$ cat config.mk
export PLATFORM = sky130hd
export DESIGN_NAME = sparse_array_assoc_table_unit_flat
export DESIGN_NICKNAME = d
export VERILOG_FILES = /design/src/rtl/core/sai_pkg.sv /design/src/rtl/core/sai_if.sv /design/src/rtl/core/sparse_array_assoc_table_unit.sv /design/src/flat_wrapper.sv
export SDC_FILE = /design/constraint.sdc
export NUM_CORES = 2
export LEC_CHECK = 0
export BUFFER_PORTS_ARGS = -buffer_cell sky130_fd_sc_hd__buf_2
export CAP_MARGIN = 15
export CORE_MARGIN = 5
export CORE_UTILIZATION = 54
export DETAILED_ROUTE_END_ITERATION = 12
export GPL_ROUTABILITY_DRIVEN = 1
export GPL_TIMING_DRIVEN = 1
export PLACE_DENSITY = 0.7
export SLEW_MARGIN = 20
export SYNTH_ARGS = -nofsm -noshare
export SYNTH_HDL_FRONTEND = slang
export SYNTH_SLANG_ARGS = --single-unit
$ cat constraint.sdc
create_clock -name clk -period 22.1 [get_ports clk]
set_input_delay 2.21 -clock clk [delete_from_list [all_inputs] [get_ports clk]]
set_output_delay 2.21 -clock clk [all_outputs]
set_load 0.03 [all_outputs]
$ cat src/rtl/core/sai_pkg.sv
`timescale 1ns / 1ps
// ----------------------------------------------------------------------------
// sai_pkg: shared definitions for the sparse array table
// Field widths, status codes, register map and the table entry layout.
// ----------------------------------------------------------------------------
package sai_pkg;

    localparam int KEY_W    = 57;
    localparam int VAL_W    = 32;
    localparam int STATUS_W = 2;
    localparam int OCC_W    = 6;

    localparam int CAPACITY_DEF = 32;

    localparam logic [KEY_W-1:0] MAX_INDEX_RESET = 57'd100000000000000000;

    // register map
    localparam int PADDR_W = 4;
    localparam int PDATA_W = 64;
    localparam logic [PADDR_W-1:0] ADDR_MAX_INDEX = 4'h0;

    // operation codes
    localparam logic MODE_READ  = 1'b0;
    localparam logic MODE_WRITE = 1'b1;

    // status codes
    localparam logic [STATUS_W-1:0] STATUS_OK    = 2'd0;
    localparam logic [STATUS_W-1:0] STATUS_LIMIT = 2'd1;
    localparam logic [STATUS_W-1:0] STATUS_FULL  = 2'd2;

    typedef struct packed {
        logic [KEY_W-1:0] key;
        logic [VAL_W-1:0] value;
    } entry_t;

endpackage

$ cat src/rtl/core/sai_if.sv
`timescale 1ns / 1ps
// ----------------------------------------------------------------------------
// sai_if: request and response channels of the sparse array table
// Valid/ready channels; an item moves when valid and ready are both high.
// ----------------------------------------------------------------------------
interface sai_req_if;
    logic                      valid;
    logic                      ready;
    logic                      mode;
    logic [sai_pkg::KEY_W-1:0] index;
    logic [sai_pkg::VAL_W-1:0] write_value;

    modport source (output valid, output mode, output index, output write_value,
                    input ready);
    modport sink   (input valid, input mode, input index, input write_value,
                    output ready);
endinterface

interface sai_rsp_if;
    logic                         valid;
    logic                         ready;
    logic [sai_pkg::VAL_W-1:0]    read_value;
    logic [sai_pkg::STATUS_W-1:0] status;
    logic [sai_pkg::OCC_W-1:0]    occupancy;

    modport source (output valid, output read_value, output status, output occupancy,
                    input ready);
    modport sink   (input valid, input read_value, input status, input occupancy,
                    output ready);
endinterface

$ cat src/rtl/core/sparse_array_assoc_table_unit.sv
`timescale 1ns / 1ps
// ----------------------------------------------------------------------------
// sparse_array_assoc_table_unit: sparse array held as a packed key/value table
// Reads, updates, appends and deletes (index, value) pairs in one memory.
// ----------------------------------------------------------------------------
// The table holds up to CAPACITY (index, value) pairs packed at the bottom of
// one memory with one read and one write port and a registered read. Each item
// first scans the used slots, visiting each in a read state and then a compare
// state. A hit, or a miss over all used slots, goes on to a decide state that
// sets the result and then to a finish state that loads it into the output
// register. A delete first moves every later entry down one slot, a read state
// and a write state per entry moved, and then lowers the fill count. The block
// is ready again in the cycle after the result is loaded. A finished result
// sits in an output register, and the next item is taken while it waits; a
// result that finishes while the previous one is still unread holds until that
// one is taken. max_index is written over APB at byte address 0.
// ----------------------------------------------------------------------------
module sparse_array_assoc_table_unit #(
    parameter int CAPACITY = sai_pkg::CAPACITY_DEF
) (
    input  logic                        clk,
    input  logic                        rst_n,
    sai_req_if.sink                     req,
    sai_rsp_if.source                   rsp,
    input  logic                        psel,
    input  logic                        penable,
    input  logic                        pwrite,
    input  logic [sai_pkg::PADDR_W-1:0] paddr,
    input  logic [sai_pkg::PDATA_W-1:0] pwdata,
    output logic [sai_pkg::PDATA_W-1:0] prdata,
    output logic                        pready
);

    localparam int IW = (CAPACITY > 1) ? $clog2(CAPACITY) : 1;
    localparam int CW = $clog2(CAPACITY + 1);
    localparam logic [CW-1:0] CAP_C = CW'(CAPACITY);

    typedef enum logic [2:0] {
        S_IDLE,
        S_SRCH,
        S_CMP,
        S_DECIDE,
        S_SH_RD,
        S_SH_WR,
        S_FINISH
    } state_t;

    state_t state_reg;

    logic [sai_pkg::KEY_W-1:0] max_index_reg;
    logic [CW-1:0]             count_reg;
    logic [CW-1:0]             ptr_reg;
    logic [CW-1:0]             slot_reg;
    logic                      found_reg;
    logic [sai_pkg::VAL_W-1:0] found_val_reg;

    logic                      op_mode_reg;
    logic [sai_pkg::KEY_W-1:0] op_key_reg;
    logic [sai_pkg::VAL_W-1:0] op_val_reg;

    logic [sai_pkg::VAL_W-1:0]    res_value_reg;
    logic [sai_pkg::STATUS_W-1:0] res_status_reg;

    logic                         out_valid_reg;
    logic [sai_pkg::VAL_W-1:0]    out_value_reg;
    logic [sai_pkg::STATUS_W-1:0] out_status_reg;
    logic [sai_pkg::OCC_W-1:0]    out_occ_reg;

    sai_pkg::entry_t mem [CAPACITY];
    sai_pkg::entry_t rdata_reg;

    logic            mem_we;
    logic [IW-1:0]   mem_waddr;
    sai_pkg::entry_t mem_wdata;
    logic [IW-1:0]   mem_raddr;

    logic [CW-1:0] ptr_inc;
    logic          is_wr;
    logic          over_limit;
    logic          val_zero;
    logic          tbl_full;
    logic          key_hit;
    logic          out_free;
    logic          cfg_wr;

    // ------------------------------------------------------------------
    // configuration port
    // ------------------------------------------------------------------
    assign pready = 1'b1;
    assign cfg_wr = psel && penable && pwrite && (paddr == sai_pkg::ADDR_MAX_INDEX);
    assign prdata = (paddr == sai_pkg::ADDR_MAX_INDEX)
                  ? sai_pkg::PDATA_W'(max_index_reg) : '0;

    always_ff @(posedge clk or negedge rst_n)
    begin
        if (!rst_n)
        begin
            max_index_reg <= sai_pkg::MAX_INDEX_RESET;
        end
        else if (cfg_wr)
        begin
            max_index_reg <= pwdata[sai_pkg::KEY_W-1:0];
        end
    end

    // ------------------------------------------------------------------
    // decode of the held item
    // ------------------------------------------------------------------
    assign ptr_inc    = ptr_reg + 1'b1;
    assign is_wr      = (op_mode_reg == sai_pkg::MODE_WRITE);
    assign over_limit = (op_key_reg > max_index_reg);
    assign val_zero   = (op_val_reg == '0);
    assign tbl_full   = (count_reg >= CAP_C);
    assign key_hit    = (rdata_reg.key == op_key_reg);
    assign out_free   = !out_valid_reg || rsp.ready;

    // ------------------------------------------------------------------
    // memory port control
    // ------------------------------------------------------------------
    always_comb
    begin
        mem_we    = 1'b0;
        mem_waddr = ptr_reg[IW-1:0];
        mem_wdata = rdata_reg;
        mem_raddr = ptr_reg[IW-1:0];
        unique case (state_reg)
            S_DECIDE:
            begin
                if (is_wr && !over_limit && !val_zero)
                begin
                    if (found_reg)
                    begin
                        // update in place
                        mem_we    = 1'b1;
                        mem_waddr = slot_reg[IW-1:0];
                    end
                    else if (!tbl_full)
                    begin
                        // append at the end
                        mem_we    = 1'b1;
                        mem_waddr = count_reg[IW-1:0];
                    end
                end
                mem_wdata.key   = op_key_reg;
                mem_wdata.value = op_val_reg;
            end
            S_SH_RD:
            begin
                mem_raddr = ptr_inc[IW-1:0];
            end
            S_SH_WR:
            begin
                mem_we = 1'b1;
            end
            default:
            begin
            end
        endcase
    end

    always_ff @(posedge clk)
    begin
        if (mem_we)
        begin
            mem[mem_waddr] <= mem_wdata;
        end
        rdata_reg <= mem[mem_raddr];
    end

    // ------------------------------------------------------------------
    // sequencer
    // ------------------------------------------------------------------
    assign req.ready      = (state_reg == S_IDLE);
    assign rsp.valid      = out_valid_reg;
    assign rsp.read_value = out_value_reg;
    assign rsp.status     = out_status_reg;
    assign rsp.occupancy  = out_occ_reg;

    always_ff @(posedge clk or negedge rst_n)
    begin
        if (!rst_n)
        begin
            state_reg     <= S_IDLE;
            count_reg     <= '0;
            out_valid_reg <= 1'b0;
        end
        else
        begin
            // the finish state loads the output register itself
            if (rsp.ready && (state_reg != S_FINISH))
            begin
                out_valid_reg <= 1'b0;
            end
            unique case (state_reg)
                S_IDLE:
                begin
                    if (req.valid)
                    begin
                        op_mode_reg <= req.mode;
                        op_key_reg  <= req.index;
                        op_val_reg  <= req.write_value;
                        ptr_reg     <= '0;
                        state_reg   <= S_SRCH;
                    end
                end
                S_SRCH:
                begin
                    if (ptr_reg < count_reg)
                    begin
                        state_reg <= S_CMP;
                    end
                    else
                    begin
                        found_reg <= 1'b0;
                        state_reg <= S_DECIDE;
                    end
                end
                S_CMP:
                begin
                    if (key_hit)
                    begin
                        found_reg     <= 1'b1;
                        slot_reg      <= ptr_reg;
                        found_val_reg <= rdata_reg.value;
                        state_reg     <= S_DECIDE;
                    end
                    else
                    begin
                        ptr_reg   <= ptr_inc;
                        state_reg <= S_SRCH;
                    end
                end
                S_DECIDE:
                begin
                    if (!is_wr || over_limit)
                    begin
                        // plain lookup or rejected write: state unchanged
                        res_value_reg  <= found_reg ? found_val_reg : '0;
                        res_status_reg <= over_limit && is_wr ? sai_pkg::STATUS_LIMIT
                                                              : sai_pkg::STATUS_OK;
                        state_reg      <= S_FINISH;
                    end
                    else if (val_zero)
                    begin
                        res_value_reg  <= '0;
                        res_status_reg <= sai_pkg::STATUS_OK;
                        if (found_reg)
                        begin
                            // remove: close the gap from the hit slot upward
                            ptr_reg   <= slot_reg;
                            state_reg <= S_SH_RD;
                        end
                        else
                        begin
                            state_reg <= S_FINISH;
                        end
                    end
                    else if (found_reg)
                    begin
                        res_value_reg  <= op_val_reg;
                        res_status_reg <= sai_pkg::STATUS_OK;
                        state_reg      <= S_FINISH;
                    end
                    else if (tbl_full)
                    begin
                        res_value_reg  <= '0;
                        res_status_reg <= sai_pkg::STATUS_FULL;
                        state_reg      <= S_FINISH;
                    end
                    else
                    begin
                        res_value_reg  <= op_val_reg;
                        res_status_reg <= sai_pkg::STATUS_OK;
                        count_reg      <= count_reg + 1'b1;
                        state_reg      <= S_FINISH;
                    end
                end
                S_SH_RD:
                begin
                    if (ptr_inc < count_reg)
                    begin
                        state_reg <= S_SH_WR;
                    end
                    else
                    begin
                        count_reg <= count_reg - 1'b1;
                        state_reg <= S_FINISH;
                    end
                end
                S_SH_WR:
                begin
                    ptr_reg   <= ptr_inc;
                    state_reg <= S_SH_RD;
                end
                S_FINISH:
                begin
                    // hold until the output register is free
                    if (out_free)
                    begin
                        out_valid_reg  <= 1'b1;
                        out_value_reg  <= res_value_reg;
                        out_status_reg <= res_status_reg;
                        out_occ_reg    <= sai_pkg::OCC_W'(count_reg);
                        state_reg      <= S_IDLE;
                    end
                end
                default:
                begin
                    state_reg <= S_IDLE;
                end
            endcase
        end
    end

`ifndef SYNTHESIS
    // fill count never passes the capacity
    assert property (@(posedge clk) disable iff (!rst_n) count_reg <= CAP_C)
        else $error("table fill count above capacity");

    // memory writes stay within the used slots or the first free slot
    assert property (@(posedge clk) disable iff (!rst_n)
                     mem_we |-> (CW'(mem_waddr) <= count_reg))
        else $error("memory write beyond the used slots");

    // a full-table status is only reported with the table full
    assert property (@(posedge clk) disable iff (!rst_n)
                     (state_reg == S_FINISH && res_status_reg == sai_pkg::STATUS_FULL)
                     |-> (count_reg == CAP_C))
        else $error("full status with free slots");

    // a delete leaves the fill count as it was when the shift begins
    assert property (@(posedge clk) disable iff (!rst_n)
                     (state_reg == S_DECIDE && is_wr && !over_limit && val_zero && found_reg)
                     |=> (count_reg == $past(count_reg)))
        else $error("fill count changed before the shift finished");
`endif

endmodule

$ cat src/flat_wrapper.sv
// flat-port wrapper written by rule: the top's interface ports become plain ports
module sparse_array_assoc_table_unit_flat 
#(
    parameter int CAPACITY = sai_pkg::CAPACITY_DEF
)
  (clk, rst_n, psel, penable, pwrite, paddr, pwdata, prdata, pready, req_valid, req_mode, req_index, req_write_value, req_ready, rsp_valid, rsp_read_value, rsp_status, rsp_occupancy, rsp_ready);
  sai_req_if req_i ();
  sai_rsp_if rsp_i ();
  input  logic clk;
  input  logic rst_n;
  input  logic psel;
  input  logic penable;
  input  logic pwrite;
  input  logic [sai_pkg::PADDR_W-1:0] paddr;
  input  logic [sai_pkg::PDATA_W-1:0] pwdata;
  output logic [sai_pkg::PDATA_W-1:0] prdata;
  output logic pready;
  input wire logic [$bits(req_i.valid)-1:0] req_valid;
  input wire logic [$bits(req_i.mode)-1:0] req_mode;
  input wire logic [$bits(req_i.index)-1:0] req_index;
  input wire logic [$bits(req_i.write_value)-1:0] req_write_value;
  output wire logic [$bits(req_i.ready)-1:0] req_ready;
  output wire logic [$bits(rsp_i.valid)-1:0] rsp_valid;
  output wire logic [$bits(rsp_i.read_value)-1:0] rsp_read_value;
  output wire logic [$bits(rsp_i.status)-1:0] rsp_status;
  output wire logic [$bits(rsp_i.occupancy)-1:0] rsp_occupancy;
  input wire logic [$bits(rsp_i.ready)-1:0] rsp_ready;
  assign req_i.valid = req_valid;
  assign req_i.mode = req_mode;
  assign req_i.index = req_index;
  assign req_i.write_value = req_write_value;
  assign req_ready = req_i.ready;
  assign rsp_valid = rsp_i.valid;
  assign rsp_read_value = rsp_i.read_value;
  assign rsp_status = rsp_i.status;
  assign rsp_occupancy = rsp_i.occupancy;
  assign rsp_i.ready = rsp_ready;
  sparse_array_assoc_table_unit #(.CAPACITY(CAPACITY)) u_core (.clk(clk), .rst_n(rst_n), .req(req_i), .rsp(rsp_i), .psel(psel), .penable(penable), .pwrite(pwrite), .paddr(paddr), .pwdata(pwdata), .prdata(prdata), .pready(pready));
endmodule
---- Yosys cells after proc, flatten, opt, wreduce, memory -nomap -nowiden ----
Memories as Yosys holds them, arrays and structs flattened. A register that Yosys moved wholly into a read port is not among the register bits.
Cells that the tools add are included.
cells by class
  mux-type cells .......................... 50
  magnitude comparators ................... 4
  equality and inequality tests ........... 20
  add/subtract/negate cells ............... 3
  reductions and logical operators ........ 27
operators by type and width
  cell                                                                   count
  32-bit two-way mux                                                     5
  89-bit two-way mux                                                     1
  6-bit two-way mux                                                      10
  57-bit equality test                                                   1
  57-bit > comparator                                                    1
  57-bit two-way mux                                                     1
  32-bit logical NOT                                                     1
  5-bit two-way mux                                                      5
  6-bit one-hot mux with 4 select lines                                  1
  3-bit one-hot mux with 7 select lines                                  1
  2-bit two-way mux                                                      8
  2-bit != test, second input constant                                   8
  6-bit by 1-bit adder with 6-bit output, second input constant          2
  6-bit less-than comparator                                             2
  1-bit two-way mux                                                      12
  6-bit one-hot mux with 2 select lines                                  1
  3-bit equality test, second input constant                             3
  3-bit two-way mux                                                      3
  3-bit AND reduction                                                    3
  2-bit by 1-bit != test with 1-bit output, second input constant        4
  1-bit logical AND                                                      7
  7-bit AND reduction                                                    1
  3-bit by 2-bit equality test with 1-bit output, second input constant  2
  6-bit greater-or-equal comparator, second input constant               1
  13 further kinds                                                       20
word-level totals
  bits in writable memories ............... 2,848
  memories kept ........................... 1
  register bits after elaboration ......... 276
  word-level logic and storage cells ...... 121
  bits of input ports ..................... 165
  output and inout bits ................... 107
memory list
  name        words  width  read ports  clocked after memory_dff  wr ports  RTL line                             RTL
  u_core.mem  32     89     1           1                         1         sparse_array_assoc_table_unit.sv:69  sai_pkg::entry_t mem [CAPACITY];

---- Logic depth before layout (Yosys ltp) ----
  word-level depth ........................ 8
  mapped depth ............................ 13

---- Worst setup path before layout ----
OpenSTA, ideal clock, no wires.
  path type ............................... register to register
  start ................................... reg u_core.max_index_reg[42] in the netlist's numbering
  end ..................................... mem u_core.mem[22][0] in the netlist's numbering (enable)
  cell stages (with the launch flop) ...... 13
  data required time ...................... 21.344 ns
  setup time .............................. 0.756 ns
  arrival time ............................ 11.183 ns
  period minus slack after synthesis ...... 11.940 ns
  slack ................................... 10.160 ns
  cell sequence ........................... dfstp_2 -> inv_1 -> ha_1 -> and3_1 -> a221o_1 -> a32oi_1 -> o211ai_1 -> mux2_2 -> a21bo_1 -> buf_2 -> a41oi_2 -> clkbuf_1 -> nor4_1
between the ends
  cells in the longest elaborated chain, start to end .. 8
ends and longest elaborated chain
  what                                     RTL line                              RTL
  start: declaration                       sparse_array_assoc_table_unit.sv:50   logic [sai_pkg::KEY_W-1:0] max_index_reg;
  start signal: assignment                 sparse_array_assoc_table_unit.sv:98   max_index_reg <= sai_pkg::MAX_INDEX_RESET;
  start signal: assignment                 sparse_array_assoc_table_unit.sv:102  max_index_reg <= pwdata[sai_pkg::KEY_W-1:0];
  57-bit > comparator *                    sparse_array_assoc_table_unit.sv:111  assign over_limit = (op_key_reg > max_index_reg);
  1-bit logical NOT *                      sparse_array_assoc_table_unit.sv:129  if (is_wr && !over_limit && !val_zero)
  1-bit logical AND * (2 in a row)         sparse_array_assoc_table_unit.sv:129
  1-bit two-way mux                        sparse_array_assoc_table_unit.sv:129
  1-bit one-hot mux with 2 select lines    sparse_array_assoc_table_unit.sv:126  unique case (state_reg)
  1-bit two-way mux                        sparse_array_assoc_table_unit.sv:163  if (mem_we)
  1-bit two-way mux (implied by the code)  sparse_array_assoc_table_unit.sv:165  mem[mem_waddr] <= mem_wdata;
  end: declaration                         sparse_array_assoc_table_unit.sv:69
Mark *: on every way between the ends. The rest lies on a longest branch, timed or not.

---- Worst setup path after layout ----
  start ................................... reg u_core.state_reg[0]
  end ..................................... reg, netlist name u_core.rdata_reg[28]
between the ends
  cells in the longest elaborated chain, start to end .. 2
ends and longest elaborated chain
  what                      RTL line                              RTL
  start: declaration        sparse_array_assoc_table_unit.sv:48   state_t state_reg;
  start signal: assignment  sparse_array_assoc_table_unit.sv:183  state_reg <= S_IDLE;
  start signal: assignment  sparse_array_assoc_table_unit.sv:203  state_reg <= S_SRCH;
  start signal: assignment  sparse_array_assoc_table_unit.sv:210  state_reg <= S_CMP;
  3-bit equality test       sparse_array_assoc_table_unit.sv:126
  5-bit two-way mux         sparse_array_assoc_table_unit.sv:126
No other way between the ends.
A chain may end at the register's enable or synchronous reset.

==> summary.md <==
| Metric | Value |
|---|---|
| Hold Vio Cnt, Final | 0 |
| H-Tree Depth | 5 |
| Final Setup Violations | 0 |
| Grt peak-use layer | met2 |
| Antenna-violating nets left | 0 |
| Mean Syn Cell Area | 22.7 µm² |
| Critical path, cell by cell | and2b_1, nand2_2, mux2i_4, buf_4, buf_4, buf_12, buf_4, mux4_2, mux4_2, mux2_2 |
| DP HPWL | 158 mm |
| Tcrit/Tclk final | 29.9% |
| Hold Path Depth | 0 |
| Worst-path maximum fanout | 139 |
| DR WL/cell | 33.8 µm |
| FF+latch count, synth | 3213 |
| RSZ-0062 raised after global routing | no |
| Most common cell in the synthesized netlist | edfxtp_1 |
| Critical Path AT | 7440 ps |
| CTS Root Cell | clkbuf_16 |
| TritonCTS clock tree | done |
| Initial Util | 54.2% |
| WS Path Type | reg2reg |
| Post-CTS Hold Buffers | 0 |
| Core Region | 0.227 mm² |
| IO Pins | 272 |
| Slew margin rel. | 23.9% |
| Die height | 488 µm |
| Crit start category | flop |
| Multi-input gate area | 0.0270 mm² |
| Critical path's top delay family | buffers and inverters |
| Fin Setup TNS | 0 ps |
| R2r setup slk | 15490 ps |
| Leakage power | 45.6 nW |
| Worst Path Buf+Inv | 4 |
| DR vias | 60.0k |
| Initial antenna violation count | 5 |
| Utilization after layout | 61.4% |
| Cell variety after synth | 61 |
| Dpl cells | 8597 |
| Status | complete, no violations |
| Clock Tree Buf Depth | 4 |
| Slew Limit Fails | 0 |
| Register Area | 0.0953 mm² |
| Drt pass-1 iters | 5 |
| WL final | 311 mm |
| Worst IR drop on VDD | 109 µV |
| Met3 usage | 4.91% |
| Post-synthesis to final-layout area growth | 13.3% |
| Yosys warning total | 0 |
| Worst min path class | reg2reg |
| Worst Tran Pin Value | 1130 ps |
| Critical Path Slowest Stage Cell | buf_4 |
| GRT Util Overall | 26.2% |
| Row count | 175 |
| Yosys top cell area share | 74.5% |
| CP Data Required Time | 22930 ps |
| CTS Sinks | 3213 |
| Clock latency on the worst-skew pair | 950 ps |
| Total of max-cap violations | 0 |
| CTS buffer count | 334 |
| Vias in the first global route | 60.1k |
| Die width | 488 µm |
| Worst reg2reg path depth | 10 |
| Max Freq | 151 MHz |
| GPL Wtd Cong | 0.782 |
| Pwr per Cell Area | 138 mW/mm² |
| Die area | 0.238 mm² |
| Power Total | 19.2 mW |
| Critical path capture point type | flop |
| Port bufs | 256 |
| Largest cells by area after synthesis | edfxtp_1 (74%), mux4_2 (16%), dfxtp_1 (1.4%) |
| Post-CTS Resized | 0 |
| # DRC | 0 |
| Post-Syn Area | 0.123 mm² |
| Most used cell along the critical path | buf_4 |
| Worst path depth | 10 |
| Ys flop type | edfxtp_1 |
| Design Area, Final | 0.140 mm² |
| Post-CTS Setup Bufs | 0 |
| Syn Inst Count | 5441 |
| Routing usage on met1 | 38.7% |
| Layout cell share with drive strength beyond 1 | 31.4% |
| Post-synth EDFFs | 3057 |
| Post-synthesis sequential area ratio | 77.3% |
| Dpl ws | 15010 ps |
| Initial DRC Count | 8405 |
| Fin worst setup slack | 15490 ps |
| Final hold slack | 415 ps |
| Max reg flops | 2848 |
| FFs w/ async S/R, synth | 2.09% |
| Crit-path max cell delay | 910 ps |
| Grt met2 use | 40.7% |
| Worst-path clk slew | 60 ps |
| DP Area | 0.129 mm² |
| First-pass GRT wire length | 442 mm |
| Post-synth top area cell | edfxtp_1 |
| Post-layout nets | 6162 |
| GR Overflow Total | 0 |
| Synth cell count leaders | edfxtp_1 (3057), mux4_2 (890), nand2_1 (348) |
| Via density | 6.53 |
| FILL cells | 15.3k |
| Largest net degree at the start of global routing | 140 |
| Setup skew after layout | 54.4 ps |
| Min Tclk post-route | 6620 ps |
| Finished Layout Cells | 9195 |
-- cells by family after synthesis --
group	share of synthesized area (%)
AO/OA/AOI/OAI	1.11
flip-flops	77.3
multiplexers	17.2
AND/OR/NAND/NOR	1.96
buffers and inverters	1.19
XOR/XNOR	0.496
adder cells (fa/ha/maj)	0.747
other	0.00609
-- power breakdown --
group / total [mW] / leakage [nW] / internal [mW] / switching [mW]
Clock: 5.53 / 5.28 / 3.28 / 2.25
Combinational: 5.31 / 11.2 / 2.24 / 3.06
Sequential: 8.36 / 29.0 / 8.19 / 0.169
Total: 19.2 / 45.6 / 13.7 / 5.48
-- worst register-to-register path: stages, from the launching register on --
cell and delay [ps]:
dfrtp_1 600, and2b_1 260, nand2_2 240, mux2i_4 610, buf_4 840, buf_4 950, buf_12 780, buf_4 960
mux4_2 500, mux4_2 510, mux2_2 270
-- layout by cell type, fill, tap and decap left out, drive strengths merged, types with 3 or more instances in the layout --
| cell type | instances |
|---|---|
| dfrtp | 47 |
| xor2 | 55 |
| nor4 | 42 |
| a21oi | 36 |
| xnor2 | 14 |
| dfstp | 20 |
| nor2 | 21 |
| a41o | 3 |
| a211oi | 20 |
| mux2i | 10 |
| nor3 | 10 |
| a22o | 34 |
| nand2 | 349 |
| nand3 | 14 |
| and2 | 60 |
| clkinv | 101 |
| edfxtp | 3057 |
| clkbuf | 457 |
| o211ai | 3 |
| bufinv | 29 |
| nor2b | 5 |
| and3 | 4 |
| mux2 | 92 |
| ha | 72 |
| conb | 8 |
| o21a | 5 |
| nand4 | 16 |
| diode | 4 |
| nand2b | 6 |
| o32a | 3 |
| buf | 414 |
| o21ai | 67 |
| a21o | 13 |
| o22ai | 5 |
| dfxtp | 89 |
| mux4 | 890 |
| inv | 84 |
-- worst paths after layout --
kind	start	endpoint
worst max-delay path	u_core.state_reg[0]	u_core.rdata_reg[28]
worst min-delay path	u_core.res_value_reg[27]	u_core.rsp.read_value[27]
worst max register to register	u_core.state_reg[0]	u_core.rdata_reg[28]
worst min register to register	u_core.res_value_reg[27]	u_core.rsp.read_value[27]
max in group asynchronous	rst_n	u_core.max_index_reg[55]
min in group asynchronous	rst_n	u_core.max_index_reg[5]
-- routing by layer --
layer	part of all wire (%)	wire length, µm
met1	39	121000
met2	48	148000
met3	10	32200
met4	3.0	9320
met5	0	0
-- area by class of cell --
type,instances,share of cell area (%)
clock buffers,457,6.66
repair buffers,414,1.84
clock inverters,137,1.02
inverters,77,0.207
diodes,4,0.00717
multi-input cells,1884,19.3
well taps,3009,2.70
flip-flops and latches,3213,68.2
No activity file was read; power rests on OpenSTA's default activity.
